--- src/hw/rtl/dlbg_pkg.sv ---
`default_nettype none
// ----------------------------------------------------------------------------
// dlbg_pkg
// Shared widths, types and state codes of the baby-step giant-step solver.
// ----------------------------------------------------------------------------
package dlbg_pkg;

  localparam int unsigned MOD_W     = 31;  // operand and modulus width
  localparam int unsigned EXP_W     = 32;  // exponent width
  localparam int unsigned BKT_AW    = 16;  // bucket memory address width
  localparam int unsigned TAB_AW    = 16;  // entry memory address width
  localparam int unsigned PTR_W     = 17;  // 1 + entry index, 0 means empty
  localparam int unsigned STEP_W    = 16;  // stored baby step
  localparam int unsigned ROOT_W    = 17;  // integer square root
  localparam int unsigned ROOT_BW   = 5;   // root bit index
  localparam int unsigned MUL_CNT_W = 5;   // modular multiplier step count
  localparam int unsigned TABLE_DEPTH = 65536;

  typedef struct packed {
    logic [MOD_W-1:0]  value;
    logic [STEP_W-1:0] step;
    logic [PTR_W-1:0]  link;
  } entry_t;

  typedef enum logic [9:0] {
    ST_IDLE     = 10'b0000000001,
    ST_CLEAR    = 10'b0000000010,
    ST_SQRT     = 10'b0000000100,
    ST_BMUL_V   = 10'b0000001000,
    ST_LK_HEAD  = 10'b0000010000,
    ST_LK_HWAIT = 10'b0000100000,
    ST_LK_ENT   = 10'b0001000000,
    ST_BMUL_P   = 10'b0010000000,
    ST_GMUL     = 10'b0100000000,
    ST_FIN      = 10'b1000000000
  } state_e;

endpackage
`default_nettype wire

--- src/hw/rtl/dlbg_modmul.sv ---
`default_nettype none
// ----------------------------------------------------------------------------
// dlbg_modmul
// Bit-serial modular multiplier: result = (x * y) mod c, one bit of y per
// cycle, most significant bit first. The operand x must be below c.
// ----------------------------------------------------------------------------
module dlbg_modmul (
  input  wire logic                      clk_i,
  input  wire logic                      rst_ni,
  input  wire logic                      start_i,
  input  wire logic [dlbg_pkg::MOD_W-1:0] x_i,
  input  wire logic [dlbg_pkg::MOD_W-1:0] y_i,
  input  wire logic [dlbg_pkg::MOD_W-1:0] c_i,
  output logic                           done_o,
  output logic [dlbg_pkg::MOD_W-1:0]     result_o
);

  logic                             busy_q, busy_d;
  logic                             done_q, done_d;
  logic [dlbg_pkg::MUL_CNT_W-1:0]   cnt_q, cnt_d;
  logic [dlbg_pkg::MOD_W-1:0]       r_q, r_d;
  logic [dlbg_pkg::MOD_W-1:0]       x_q, x_d;
  logic [dlbg_pkg::MOD_W-1:0]       y_q, y_d;
  logic [dlbg_pkg::MOD_W-1:0]       c_q, c_d;
  logic [dlbg_pkg::MOD_W:0]         dbl;
  logic [dlbg_pkg::MOD_W:0]         sum;
  logic [dlbg_pkg::MOD_W-1:0]       step_r;

  // One step: r = 2r mod c, then r = r + x mod c when the current bit of y is set.
  always_comb begin
    dbl = {r_q, 1'b0};
    if (dbl >= {1'b0, c_q}) begin
      dbl = dbl - {1'b0, c_q};
    end
    sum = {1'b0, dbl[dlbg_pkg::MOD_W-1:0]} +
          (y_q[dlbg_pkg::MOD_W-1] ? {1'b0, x_q} : '0);
    if (sum >= {1'b0, c_q}) begin
      sum = sum - {1'b0, c_q};
    end
    step_r = sum[dlbg_pkg::MOD_W-1:0];
  end

  always_comb begin
    busy_d = busy_q;
    done_d = 1'b0;
    cnt_d  = cnt_q;
    r_d    = r_q;
    x_d    = x_q;
    y_d    = y_q;
    c_d    = c_q;
    if (start_i) begin
      busy_d = 1'b1;
      cnt_d  = '0;
      r_d    = '0;
      x_d    = x_i;
      y_d    = y_i;
      c_d    = c_i;
    end else if (busy_q) begin
      r_d   = step_r;
      y_d   = {y_q[dlbg_pkg::MOD_W-2:0], 1'b0};
      cnt_d = cnt_q + 1'b1;
      if (cnt_q == dlbg_pkg::MUL_CNT_W'(dlbg_pkg::MOD_W - 1)) begin
        busy_d = 1'b0;
        done_d = 1'b1;
      end
    end
  end

  always_ff @(posedge clk_i or negedge rst_ni) begin
    if (!rst_ni) begin
      busy_q <= 1'b0;
      done_q <= 1'b0;
      cnt_q  <= '0;
    end else begin
      busy_q <= busy_d;
      done_q <= done_d;
      cnt_q  <= cnt_d;
    end
  end

  always_ff @(posedge clk_i) begin
    r_q <= r_d;
    x_q <= x_d;
    y_q <= y_d;
    c_q <= c_d;
  end

  assign done_o   = done_q;
  assign result_o = r_q;

endmodule
`default_nettype wire
--- config.mk ---
export PLATFORM = sky130hd
export DESIGN_NAME = dlbg_modmul
export DESIGN_NICKNAME = d
export VERILOG_FILES = /design/src/hw/rtl/dlbg_pkg.sv /design/src/hw/rtl/dlbg_modmul.sv
export SDC_FILE = /design/constraint.sdc
export NUM_CORES = 1
export LEC_CHECK = 0
export BUFFER_PORTS_ARGS = -buffer_cell sky130_fd_sc_hd__buf_2
export CORE_AREA = 8 8 217 136
export DETAILED_ROUTE_END_ITERATION = 8
export DIE_AREA = 0 0 225 144
export HOLD_SLACK_MARGIN = 0.15
export SETUP_SLACK_MARGIN = 0.1
export SYNTH_ARGS = -nofsm -noshare
export SYNTH_HDL_FRONTEND = slang
export SYNTH_SLANG_ARGS = --single-unit
--- constraint.sdc ---
create_clock -name clk_i -period 8.2 [get_ports clk_i]
set_input_delay 0.82 -clock clk_i [delete_from_list [all_inputs] [get_ports clk_i]]
set_output_delay 0.82 -clock clk_i [all_outputs]
set_load 0.02 [all_outputs]
Yosys cells after proc, flatten, opt, wreduce, memory -nomap -nowiden
Cells that the tools add are included.
Widths: inputs -> output; s select.
{"block": "op_classes", "addsub": 4, "magnitude_cmp": 2, "eq_ne": 1, "mux": 13, "reduce_logical": 1}
{"cell": "$mux 31", "count": 5}
{"cell": "$ge 32x31->1", "count": 2}
{"cell": "$sub 31x31->31", "count": 2}
{"cell": "$add 31x31->32", "count": 1}
{"cell": "$mux 5", "count": 2}
{"cell": "$mux 1", "count": 6}
{"cell": "$add 5x1->5 const B", "count": 1}
{"cell": "$eq 5x5->1 const B", "count": 1}
{"cell": "$reduce_bool 2->1", "count": 1}
{"block": "word_totals", "regBits": 131, "in_bits": 96, "output_inout_bits": 32, "word_cells": 28}

Longest topological paths before layout
Gate-level depths: netlist of the first run.
{"block": "logic_depth", "ltp_word": 5, "mapped_depth": 37, "mapped_depth_nobuf": 32}

Worst setup path after synthesis of the first run
OpenSTA, ideal clock, no wires.
{"block": "synth_path", "kind": "register -> register", "from": "register r_q (netlist bit result_o[0])", "to": "register r_q (netlist bit result_o[25])", "setup_ns": 0.095, "arrival_time_ns": 7.150, "required_time_ns": 8.105, "slack_ns": 0.955, "stages_incl_launch_ff": 32, "path_buffers": 3, "synth_period_minus_slack_ns": 7.245, "path_cell_list": "dfxtp_1 > fa_1 > a21o_1 > a21o_1 > a2111oi_0 > or2_2 > o211ai_1 > a21oi_1 > a21oi_1 > o32ai_2 > buf_2 > mux2_2 > ha_1 > a211o_1 > o211ai_1 > a2111oi_2 > a221o_1 > a31o_1 > a31o_2 > nand4_1 > nand4_1 > xnor2_1 > ha_1 > clkbuf_1 > a21o_1 > a211o_1 > a221oi_1 > o21ai_0 > a31o_1 > buf_6 > or4b_1 > o311ai_1"}
{"block": "synth_via", "elab_chain_len": 5, "elab_cells_between_ends": 7, "cone_classes": "add/sub: 3; order compare: 2; mux: 2"}
{"item": "start: declaration", "line": "dlbg_modmul.sv:21", "source": "logic [dlbg_pkg::MOD_W-1:0] r_q, r_d;"}
{"item": "start signal: assignment", "line": "dlbg_modmul.sv:82", "source": "r_q <= r_d;"}
{"item": "$sub 31x31->31 or $ge 32x31->1 (tied branches)", "line": "dlbg_modmul.sv:33, dlbg_modmul.sv:32"}
{"item": "$mux 31 *", "line": "dlbg_modmul.sv:32", "source": "if (dbl >= {1'b0, c_q}) begin"}
{"item": "$add 31x31->32 *", "line": "dlbg_modmul.sv:35", "source": "sum = {1'b0, dbl[dlbg_pkg::MOD_W-1:0]} +"}
{"item": "$sub 31x31->31 or $ge 32x31->1 (tied branches)", "line": "dlbg_modmul.sv:38, dlbg_modmul.sv:37"}
{"item": "$mux 31 *", "line": "dlbg_modmul.sv:37", "source": "if (sum >= {1'b0, c_q}) begin"}
Every way passes the cells marked *; elsewhere a longest branch is shown, timed or not.
A chain may end at the register's enable or synchronous reset.

Worst setup path after layout of the first run
{"block": "layout_path", "from": "register c_q[0] (netlist bit)", "to": "register r_q (netlist bit result_o[25])"}
{"block": "layout_via", "elab_chain_len": 5, "elab_cells_between_ends": 7, "cone_classes": "add/sub: 3; order compare: 2; mux: 2"}
{"item": "start: declaration", "line": "dlbg_modmul.sv:24", "source": "logic [dlbg_pkg::MOD_W-1:0] c_q, c_d;"}
{"item": "start signal: assignment", "line": "dlbg_modmul.sv:85", "source": "c_q <= c_d;"}
{"item": "$sub 31x31->31 or $ge 32x31->1 (tied branches)", "line": "dlbg_modmul.sv:33, dlbg_modmul.sv:32"}
{"item": "$mux 31", "line": "dlbg_modmul.sv:32"}
{"item": "$add 31x31->32", "line": "dlbg_modmul.sv:35"}
{"item": "$sub 31x31->31 or $ge 32x31->1 (tied branches)", "line": "dlbg_modmul.sv:38, dlbg_modmul.sv:37"}
{"item": "$mux 31 *", "line": "dlbg_modmul.sv:37"}
Marks and branches as above.

==> flow_metrics.env, run 1 <==
export IMPL_rsz0062_at_grt="no"
export IMPL_clock_path_buffers=2
export IMPL_cpPeakStageDelay_ps=530
export IMPL_final_setup_viol_count=0
export IMPL_worstReg2RegStart="c_q[0]$_DFFE_PP_"
export IMPL_worstSetupStartpointType="register"
export IMPL_grt_util_met3_pct=5.37
export IMPL_finalNonFillerCells=1583
export IMPL_grt_pass1_vias=7886
export IMPL_grt_max_degree=65
export IMPL_layout_cells_most_common_list="buf_2, ha_1, edfxtp_1"
export IMPL_async_reset_ff_share_pct=5.34
export IMPL_maxCapViolCount=0
export IMPL_clk_latency_ps=440
export IMPL_route_detailed_wl_per_inst_um=18.8
export IMPL_syn_nets=1264
export IMPL_portBuffers=127
export IMPL_slowest_stage="or4b_1"
export IMPL_cts_root_buf="clkbuf_16"
export IMPL_antenna_left=0
export IMPL_crit_buf_inv=2
export IMPL_grt_busiest_layer="met1"
export IMPL_ys_seq_area_share_pct=35.6
export IMPL_rows=47
export IMPL_clkTransAtPathRegs_ps=70
export IMPL_routabilityCongestion=0.914
export IMPL_synth_seq_cells=131
export IMPL_synth_edf_count=93
export IMPL_cts_htree_levels=4
export IMPL_dr_pass1_iters=4
export IMPL_path_max_fanout=22
export IMPL_synthDistinctLibCells=66
export IMPL_synth_top_area_share_pct=27.7
export IMPL_grt_pass1_wl_um=45700
export IMPL_io_pins=128
export IMPL_vias=8620
export IMPL_routed_wl_um=29700
export IMPL_synth_area_leaders="edfxtp_1, ha_1, dfxtp_1"
export IMPL_drcViolationCount=0
export IMPL_nets=1397
export IMPL_antenna_found_initial=0
export IMPL_synth_largest_area_cell="edfxtp_1"
export IMPL_path_class="reg -> reg"
export IMPL_ys_warn_count=0
export IMPL_die_area_um2=32400
export IMPL_finClkSkew_ps=6.68
export IMPL_cts_sinks=131
export IMPL_timing_final_crit_share_pct=93.4
export IMPL_die_w_um=225
export IMPL_worstPathArrival_ps=8000
export IMPL_postCtsHoldBufs=0
export IMPL_drive_gt1_share_pct=19.7
export IMPL_status="completed"
export IMPL_syn_to_final_growth_pct=18.0
export IMPL_dp_cells=1547
export IMPL_start_util_pct=37.8
export IMPL_die_y_um=144
export IMPL_fmax_mhz=131
export IMPL_critical_path_most_common_cell="a21o_1"
export IMPL_required_ps=8540
export IMPL_syn_area_um2=10100
export IMPL_antenna_cells=0
export IMPL_r2r_cells=32
export IMPL_tns_ps=0
export IMPL_cts_tree="yes"
export IMPL_grt_util_met1_pct=29.6
export IMPL_setup_ws_ps=540
export IMPL_end_kind="register"
export IMPL_worstMarginPinSlew_ps=1040
export IMPL_core_area_um2=26600
export IMPL_worstReg2RegEnd="result_o[25]$_SDFFE_PP0P_"
export IMPL_netlist_instances=1070
export IMPL_min_path_type="in -> async"
export IMPL_critPathTopFamily="compound AO/OA/AOI/OAI gates"
export IMPL_use_met2_pct=22.8
export IMPL_synth_avg_cell_area_um2=9.41
export IMPL_period_minus_slack_ps=7660
export IMPL_slew_viol_final=0
export IMPL_finalHoldViolations=0
export IMPL_synth_flop_cell="edfxtp_1"
export IMPL_r2r_slack_ps=540
export IMPL_relSlewSlack_pct=30.4
export IMPL_drtIter0Drc=643
export IMPL_post_drt_via_cell_ratio=5.45
export IMPL_gr_usage_all_layers_pct=18.4
export IMPL_cts_buffers=17
export IMPL_pre_cts_ws_ps=159
export IMPL_final_common_cell="buf_2"
export IMPL_grt_overflow=0
export IMPL_dp_final_hpwl_um=23300
[cell type report]
class | instances | area, µm²
fill | 2629 | 14800
multi-input combinational | 848 | 6200
sequential | 131 | 3590
timing repair buffer | 154 | 878
tap | 367 | 459
clock buffer | 19 | 433
inverter | 51 | 191
clock inverter | 13 | 133
[worst reg2reg max path: cells and delay by family, from the launching register on]
kind | cells | cell delay [ps]
and+or+nand+nor | 4 | 890
buffers and inverters | 2 | 310
adders and majority gates | 3 | 1220
xor gates and xnor gates | 1 | 240
AOI/OAI and AO/OA | 22 | 4550
DFF | 1 | 380
[per-layer routing]
metal  up-vias  routed length, µm
li1       4258                  -
met1      4048              16100
met2       293              10800
met3        21               2510
met4         0                272
met5         -                  0
[state kept, by name, indices dropped and copies added (netlist names)]
| signal | cells |
|---|---|
| busy_q | 1 |
| c_q | 31 |
| cnt_q | 5 |
| done_o | 1 |
| result_o | 31 |
| x_q | 31 |
| y_q | 31 |
[logic make-up (layout without fill, tap and decap cells)]
family / Yosys count / count (layout) / share of synthesized area [%]
AO/OA/AOI/OAI: 341 / 341 / 22.6
AND/OR/NAND/NOR: 283 / 283 / 13.6
flip-flops: 131 / 131 / 35.6
adder cells (fa/ha/maj): 98 / 98 / 12.4
buffers and inverters: 91 / 237 / 3.72
XOR/XNOR: 77 / 77 / 6.70
multiplexers: 49 / 49 / 5.28
[through the flow]
step / util [%] / hold slack, ps / area [µm²]
floorplan: - / 505 / 10100
global placement: 42.1 / 511 / 11200
finish: 44.6 / 200 / 11900
global route: 44.6 / 182 / 11900
detailed placement: 42.1 / 521 / 11200
CTS: 44.2 / 170 / 11800
[timing repair]
| action | 4_1_cts | 5_1_grt |
|---|---|---|
| setup buffers | 0 | 4 |
| setup endpoints to repair | 0 | 31 |
| hold endpoints to repair | 0 | 0 |
| gates resized for setup | 0 | 16 |
[worst max path at each step]
| stage | from | end | slack (ps) | cells after the start |
|---|---|---|---|---|
| after detailed placement | c_q[0]$_DFFE_PP_ | result_o[25]$_SDFFE_PP0P_ | 160 | 30 |
| after CTS | c_q[0]$_DFFE_PP_ | result_o[25]$_SDFFE_PP0P_ | 110 | 30 |
| after global routing | c_q[0]$_DFFE_PP_ | result_o[25]$_SDFFE_PP0P_ | 20 | 33 |
| final | c_q[0]$_DFFE_PP_ | result_o[25]$_SDFFE_PP0P_ | 540 | 32 |
| after floorplan | result_o[0]$_SDFFE_PP0P_ | result_o[25]$_SDFFE_PP0P_ | 950 | 31 |
| after global placement | c_q[0]$_DFFE_PP_ | result_o[25]$_SDFFE_PP0P_ | 270 | 29 |
[cells in the mapped netlist (7+ instances only)]
cell      number
and3_1        11
nand2b_1      10
a21oi_1       83
dfrtp_1        7
and2_1        37
xor2_1        35
o31ai_1        7
a211oi_1      32
nand3_1       15
edfxtp_1      93
o211ai_1      12
mux2_2        33
nor2_1        70
nand2_1       84
clkbuf_1      30
a31oi_1        9
o21bai_1       7
nor2b_1        9
nand4_1       14
xnor2_1       42
inv_1         51
nor3_1        14
o21a_1        13
dfxtp_1       31
a21o_1        53
mux2i_1       16
ha_1          95
o21ai_0       62
Power of run 1 is not shown: default switching activity piles up to over one toggle a cycle in this logic, so the estimate is an artifact.
==> inputs of run 2 (changes only) <==
==> constraint.sdc (replaced) <==
create_clock -name clk_i -period 6.9 [get_ports clk_i]
set_input_delay 0.69 -clock clk_i [delete_from_list [all_inputs] [get_ports clk_i]]
set_output_delay 0.69 -clock clk_i [all_outputs]
set_load 0.02 [all_outputs]
==> flow_metrics.env, run 2 (same netlist as run 1, synthesis figures left out) <==
export IMPL_dp_cells=1717
export IMPL_required_ps=7250
export IMPL_cts_root_buf="clkbuf_16"
export IMPL_grt_pass1_wl_um=50500
export IMPL_route_detailed_wl_per_inst_um=18.6
export IMPL_cts_buffers=17
export IMPL_drive_gt1_share_pct=37.9
export IMPL_drtIter0Drc=931
export IMPL_final_setup_viol_count=31
export IMPL_core_area_um2=26600
export IMPL_clkTransAtPathRegs_ps=70
export IMPL_crit_buf_inv=7
export IMPL_critPathTopFamily="compound AO/OA/AOI/OAI gates"
export IMPL_drcViolationCount=0
export IMPL_layout_cells_most_common_list="buf_4, buf_2, edfxtp_1"
export IMPL_antenna_cells=0
export IMPL_clock_path_buffers=2
export IMPL_die_y_um=144
export IMPL_rsz0062_at_grt="yes"
export IMPL_slew_viol_final=0
export IMPL_path_class="reg -> reg"
export IMPL_path_depth=33
export IMPL_critical_path_most_common_cell="a21o_1"
export IMPL_routabilityCongestion=0.949
export IMPL_die_area_um2=32400
export IMPL_timing_final_crit_share_pct=105
export IMPL_grt_pass1_vias=8977
export IMPL_antenna_found_initial=0
export IMPL_critPathCapture="result_o[25]$_SDFFE_PP0P_"
export IMPL_dr_pass1_iters=5
export IMPL_worstSetupStartpointType="register"
export IMPL_post_drt_via_cell_ratio=5.32
export IMPL_cts_htree_levels=4
export IMPL_nets=1605
export IMPL_route_met2_wl_um=12400
export IMPL_die_w_um=225
export IMPL_topRoutingLayerUsed="met4"
export IMPL_multi_input_area_um2=6710
export IMPL_fillers=2409
export IMPL_cpPeakStageDelay_ps=500
export IMPL_r2r_slack_ps=-340
export IMPL_cts_sinks=131
export IMPL_clk_latency_ps=450
export IMPL_io_pins=128
export IMPL_start_util_pct=37.8
export IMPL_worstPathArrival_ps=7580
export IMPL_setup_ws_ps=-335
export IMPL_slowest_stage="or4b_1"
export IMPL_finalHoldViolations=0
export IMPL_finClkSkew_ps=7.84
export IMPL_wl_met1_um=17700
export IMPL_cts_tree="yes"
export IMPL_hold_depth=1
export IMPL_dp_final_hpwl_um=25200
export IMPL_vias=9532
export IMPL_r2r_cells=33
export IMPL_fmax_mhz=138
export IMPL_gr_usage_all_layers_pct=20.1
export IMPL_violations="setup timing"
export IMPL_min_path_type="in -> reg"
export IMPL_finalNonFillerCells=1791
export IMPL_final_util_pct=53.0
export IMPL_crit_start="c_q[0]$_DFFE_PP_"
export IMPL_routed_wl_um=33300
export IMPL_end_kind="register"
export IMPL_grt_max_degree=60
export IMPL_worstReg2RegEnd="result_o[25]$_SDFFE_PP0P_"
export IMPL_rows=47
export IMPL_maxCapViolCount=0
export IMPL_fin_hold_ws_ps=410
export IMPL_path_max_fanout=6
export IMPL_status="finished with violations"
export IMPL_regArea_um2=3590
export IMPL_worstReg2RegStart="c_q[0]$_DFFE_PP_"
export IMPL_relSlewSlack_pct=27.1
export IMPL_grt_overflow=0
export IMPL_wl_met3_um=2770
export IMPL_syn_to_final_growth_pct=40.2
export IMPL_period_minus_slack_ps=7240
export IMPL_antenna_left=0
export IMPL_final_common_cell="buf_4"
export IMPL_portBuffers=127
export IMPL_worstMarginPinSlew_ps=1090
[run 2: changes by cell type in the layout (fill, tap and decap cells not counted), moves of 8 or more]
cell | before | now
a211oi_1 | 31 | 20
a211oi_2 | 1 | 12
a21oi_1 | 81 | 68
a21oi_2 | 2 | 13
buf_4 | 25 | 219
nand2_1 | 84 | 76
o21ai_0 | 61 | 47
o21ai_2 | 0 | 12
[run 2: worst register-to-register path, delay by kind of cell, from the launching register on]
kind | cells | cell delay [ps]
AO/OA/AOI/OAI | 18 | 3430
XOR/XNOR | 1 | 220
adder cells (fa/ha/maj) | 3 | 980
buffers and inverters | 7 | 980
flip-flops | 1 | 390
multiplexers | 1 | 350
AND/OR/NAND/NOR | 3 | 790
[run 2: cell type report]
type	count	area share (%)
clock inverters	15	0.984
inverters	51	1.36
repair buffers	362	18.4
flip-flops and latches	131	25.5
multi-input cells	848	47.5
well taps	367	3.25
clock buffers	17	3.01
[run 2: worst min-delay path by stage]
stage	from	endpoint	slack (ps)
floorplan	rst_ni	busy_q$_DFF_PN0_	390
global placement	result_o[24]$_SDFFE_PP0P_	result_o[24]$_SDFFE_PP0P_	510
detailed placement	result_o[21]$_SDFFE_PP0P_	result_o[21]$_SDFFE_PP0P_	510
CTS	c_i[8]	c_q[8]$_DFFE_PP_	380
global route	c_i[8]	c_q[8]$_DFFE_PP_	380
finish	c_i[9]	c_q[9]$_DFFE_PP_	410
[run 2: stage by stage]
step           setup WS (ps)  instance area, µm²  TNS, ps
6_report                -335               14100    -7370
4_1_cts                 -268               13600    -5860
2_1_floorplan            110               10200        0
5_1_grt                 -541               14100   -14380
3_5_place_dp            -536               12600   -12060
3_3_place_gp            -367               12600    -7660
[run 2: repair_timing]
item / CTS / global route
hold buffers: 1 / 0
pin swaps: 52 / 65
endpoints found under the setup margin: 31 / 31
cloned: 3 / 1
hold endpoints to repair: 7 / 0
gates resized for setup: 60 / 73
setup buffers: 20 / 17
[run 2: routing by layer]
metal	up-vias	GRT usage [%]
met2	330	25.4
met4	0	5.35
met3	28	5.69
li1	4681	-
met1	4493	31.7
met5	-	1.13
Power of run 2 is left out for the same reason.
==> inputs of run 3 (changes only) <==
--- a/config.mk
+++ b/config.mk
@@ -6,11 +6,11 @@
 export NUM_CORES = 1
 export LEC_CHECK = 0
 export BUFFER_PORTS_ARGS = -buffer_cell sky130_fd_sc_hd__buf_2
-export CORE_AREA = 8 8 217 136
+export CORE_AREA = 8 8 153 191
 export DETAILED_ROUTE_END_ITERATION = 8
-export DIE_AREA = 0 0 225 144
+export DIE_AREA = 0 0 161 199
 export HOLD_SLACK_MARGIN = 0.15
-export SETUP_SLACK_MARGIN = 0.1
+export SETUP_SLACK_MARGIN = 0.2
 export SYNTH_ARGS = -nofsm -noshare
 export SYNTH_HDL_FRONTEND = slang
 export SYNTH_SLANG_ARGS = --single-unit
==> flow_metrics.env, run 3 (same netlist as run 1, synthesis figures left out) <==
export IMPL_status="finished with violations"
export IMPL_violations="setup timing"
export IMPL_period_minus_slack_ps=7130
export IMPL_maxCapViolCount=0
export IMPL_relSlewSlack_pct=47.2
export IMPL_syn_to_final_growth_pct=38.3
export IMPL_cpPeakStageDelay_ps=530
export IMPL_route_detailed_wl_per_inst_um=18.0
export IMPL_min_path_type="in -> reg"
export IMPL_drtIter0Drc=504
export IMPL_slowest_stage="or4b_1"
export IMPL_core_area_um2=26300
export IMPL_portBuffers=127
export IMPL_r2r_slack_ps=-230
export IMPL_cts_htree_levels=4
export IMPL_timing_final_crit_share_pct=103
export IMPL_die_y_um=199
export IMPL_drive_gt1_share_pct=36.5
export IMPL_cts_root_buf="clkbuf_16"
export IMPL_worstMarginPinSlew_ps=792
export IMPL_grt_max_degree=65
export IMPL_grt_pass1_vias=9636
export IMPL_post_drt_via_cell_ratio=5.32
export IMPL_required_ps=7240
export IMPL_finalHoldViolations=0
export IMPL_worstSetupStartpointType="register"
export IMPL_multi_input_area_um2=6550
export IMPL_gr_usage_all_layers_pct=19.6
export IMPL_min_from="c_i[29]"
export IMPL_setup_ws_ps=-229
export IMPL_slew_viol_final=0
export IMPL_io_pins=128
export IMPL_path_class="reg -> reg"
export IMPL_clkTransAtPathRegs_ps=70
export IMPL_finalNonFillerCells=1780
export IMPL_grt_pass1_wl_um=49300
export IMPL_clk_latency_ps=430
export IMPL_dr_pass1_iters=5
export IMPL_routabilityCongestion=0.895
export IMPL_crit_start="c_q[0]$_DFFE_PP_"
export IMPL_die_area_um2=32000
export IMPL_finClkSkew_ps=9.15
export IMPL_path_max_fanout=8
export IMPL_die_w_um=161
export IMPL_worstReg2RegStart="c_q[0]$_DFFE_PP_"
export IMPL_antenna_found_initial=0
export IMPL_drcViolationCount=0
export IMPL_routed_wl_um=32000
export IMPL_final_setup_viol_count=31
export IMPL_end_kind="register"
export IMPL_final_common_cell="buf_4"
export IMPL_clock_path_buffers=2
export IMPL_fmax_mhz=140
export IMPL_dp_final_hpwl_um=24700
export IMPL_dp_cells=1723
export IMPL_nets=1616
export IMPL_worstPathArrival_ps=7470
export IMPL_grt_overflow=0
export IMPL_antenna_left=0
export IMPL_cts_tree="yes"
export IMPL_layout_cells_most_common_list="buf_4, buf_2, edfxtp_1"
export IMPL_vias=9470
export IMPL_rsz0062_at_grt="yes"
export IMPL_cts_buffers=17
export IMPL_start_util_pct=38.2
export IMPL_cts_sinks=131
export IMPL_fillers=2471
export IMPL_regArea_um2=3590
export IMPL_rows=67
export IMPL_antenna_cells=0
-- run 3: cell count changes in the layout (fill, tap and decap cells not counted), moves of 6 or more --
cell and change:
o21ai_2 -7, nand2_1 +6, o21ai_0 +6, buf_4 +20
-- run 3: layout make-up --
class / count / share of cell area [%]
Clock inverter: 15 / 1.39
Tap cell: 345 / 3.10
Sequential cell: 131 / 25.8
Inverter: 51 / 1.37
Multi-Input combinational cell: 848 / 47.0
Timing Repair Buffer: 373 / 18.2
Clock buffer: 17 / 3.06
-- run 3: stage by stage --
stage	TNS (ps)	hold WS (ps)	cell area, µm²	util (%)	setup WS (ps)
6_report	-4720	433	13900	52.9	-229
5_1_grt	-11920	408	13900	52.9	-431
4_1_cts	-4420	407	13600	51.6	-212
3_5_place_dp	-12360	519	12700	48.4	-488
3_3_place_gp	-9330	509	12700	48.4	-402
2_1_floorplan	0	394	10200	-	186
-- run 3: path summary, 6_finish.rpt --
| check | cells after the start | to |
|---|---|---|
| min in group asynchronous | 2 | cnt_q[0]$_DFFE_PN0P_ |
| min reg2reg | 2 | result_o[22]$_SDFFE_PP0P_ |
| min | 1 | c_q[29]$_DFFE_PP_ |
| max in group asynchronous | 2 | busy_q$_DFF_PN0_ |
| max | 33 | result_o[25]$_SDFFE_PP0P_ |
| max reg2reg | 33 | result_o[25]$_SDFFE_PP0P_ |
-- run 3: layer usage --
| metal | wire length, µm | global-route usage (%) | vias up |
|---|---|---|---|
| met5 | 0 | 0 | - |
| met4 | 1350 | 9.41 | 0 |
| met3 | 1130 | 3.33 | 77 |
| met2 | 16500 | 35.9 | 225 |
| met1 | 13000 | 21.6 | 4488 |
| li1 | - | - | 4680 |
-- run 3: critical path, delay by kind of cell (launching register included) --
| family | cells | cell delay, ps |
|---|---|---|
| adder cells (fa/ha/maj) | 3 | 860 |
| AO/OA/AOI/OAI | 19 | 3630 |
| AND/OR/NAND/NOR | 4 | 970 |
| flip-flops | 1 | 360 |
| buffers and inverters | 5 | 690 |
| multiplexers | 1 | 330 |
| XOR/XNOR | 1 | 190 |
-- run 3: what timing repair did --
action	4_1_cts	5_1_grt
hold buffers	1	0
cloned	0	0
setup buffers	9	15
hold endpoints to repair	7	0
gates resized for setup	43	45
pin swaps	42	42
setup endpoints to repair	31	31
Power of run 3 is left out for the same reason.
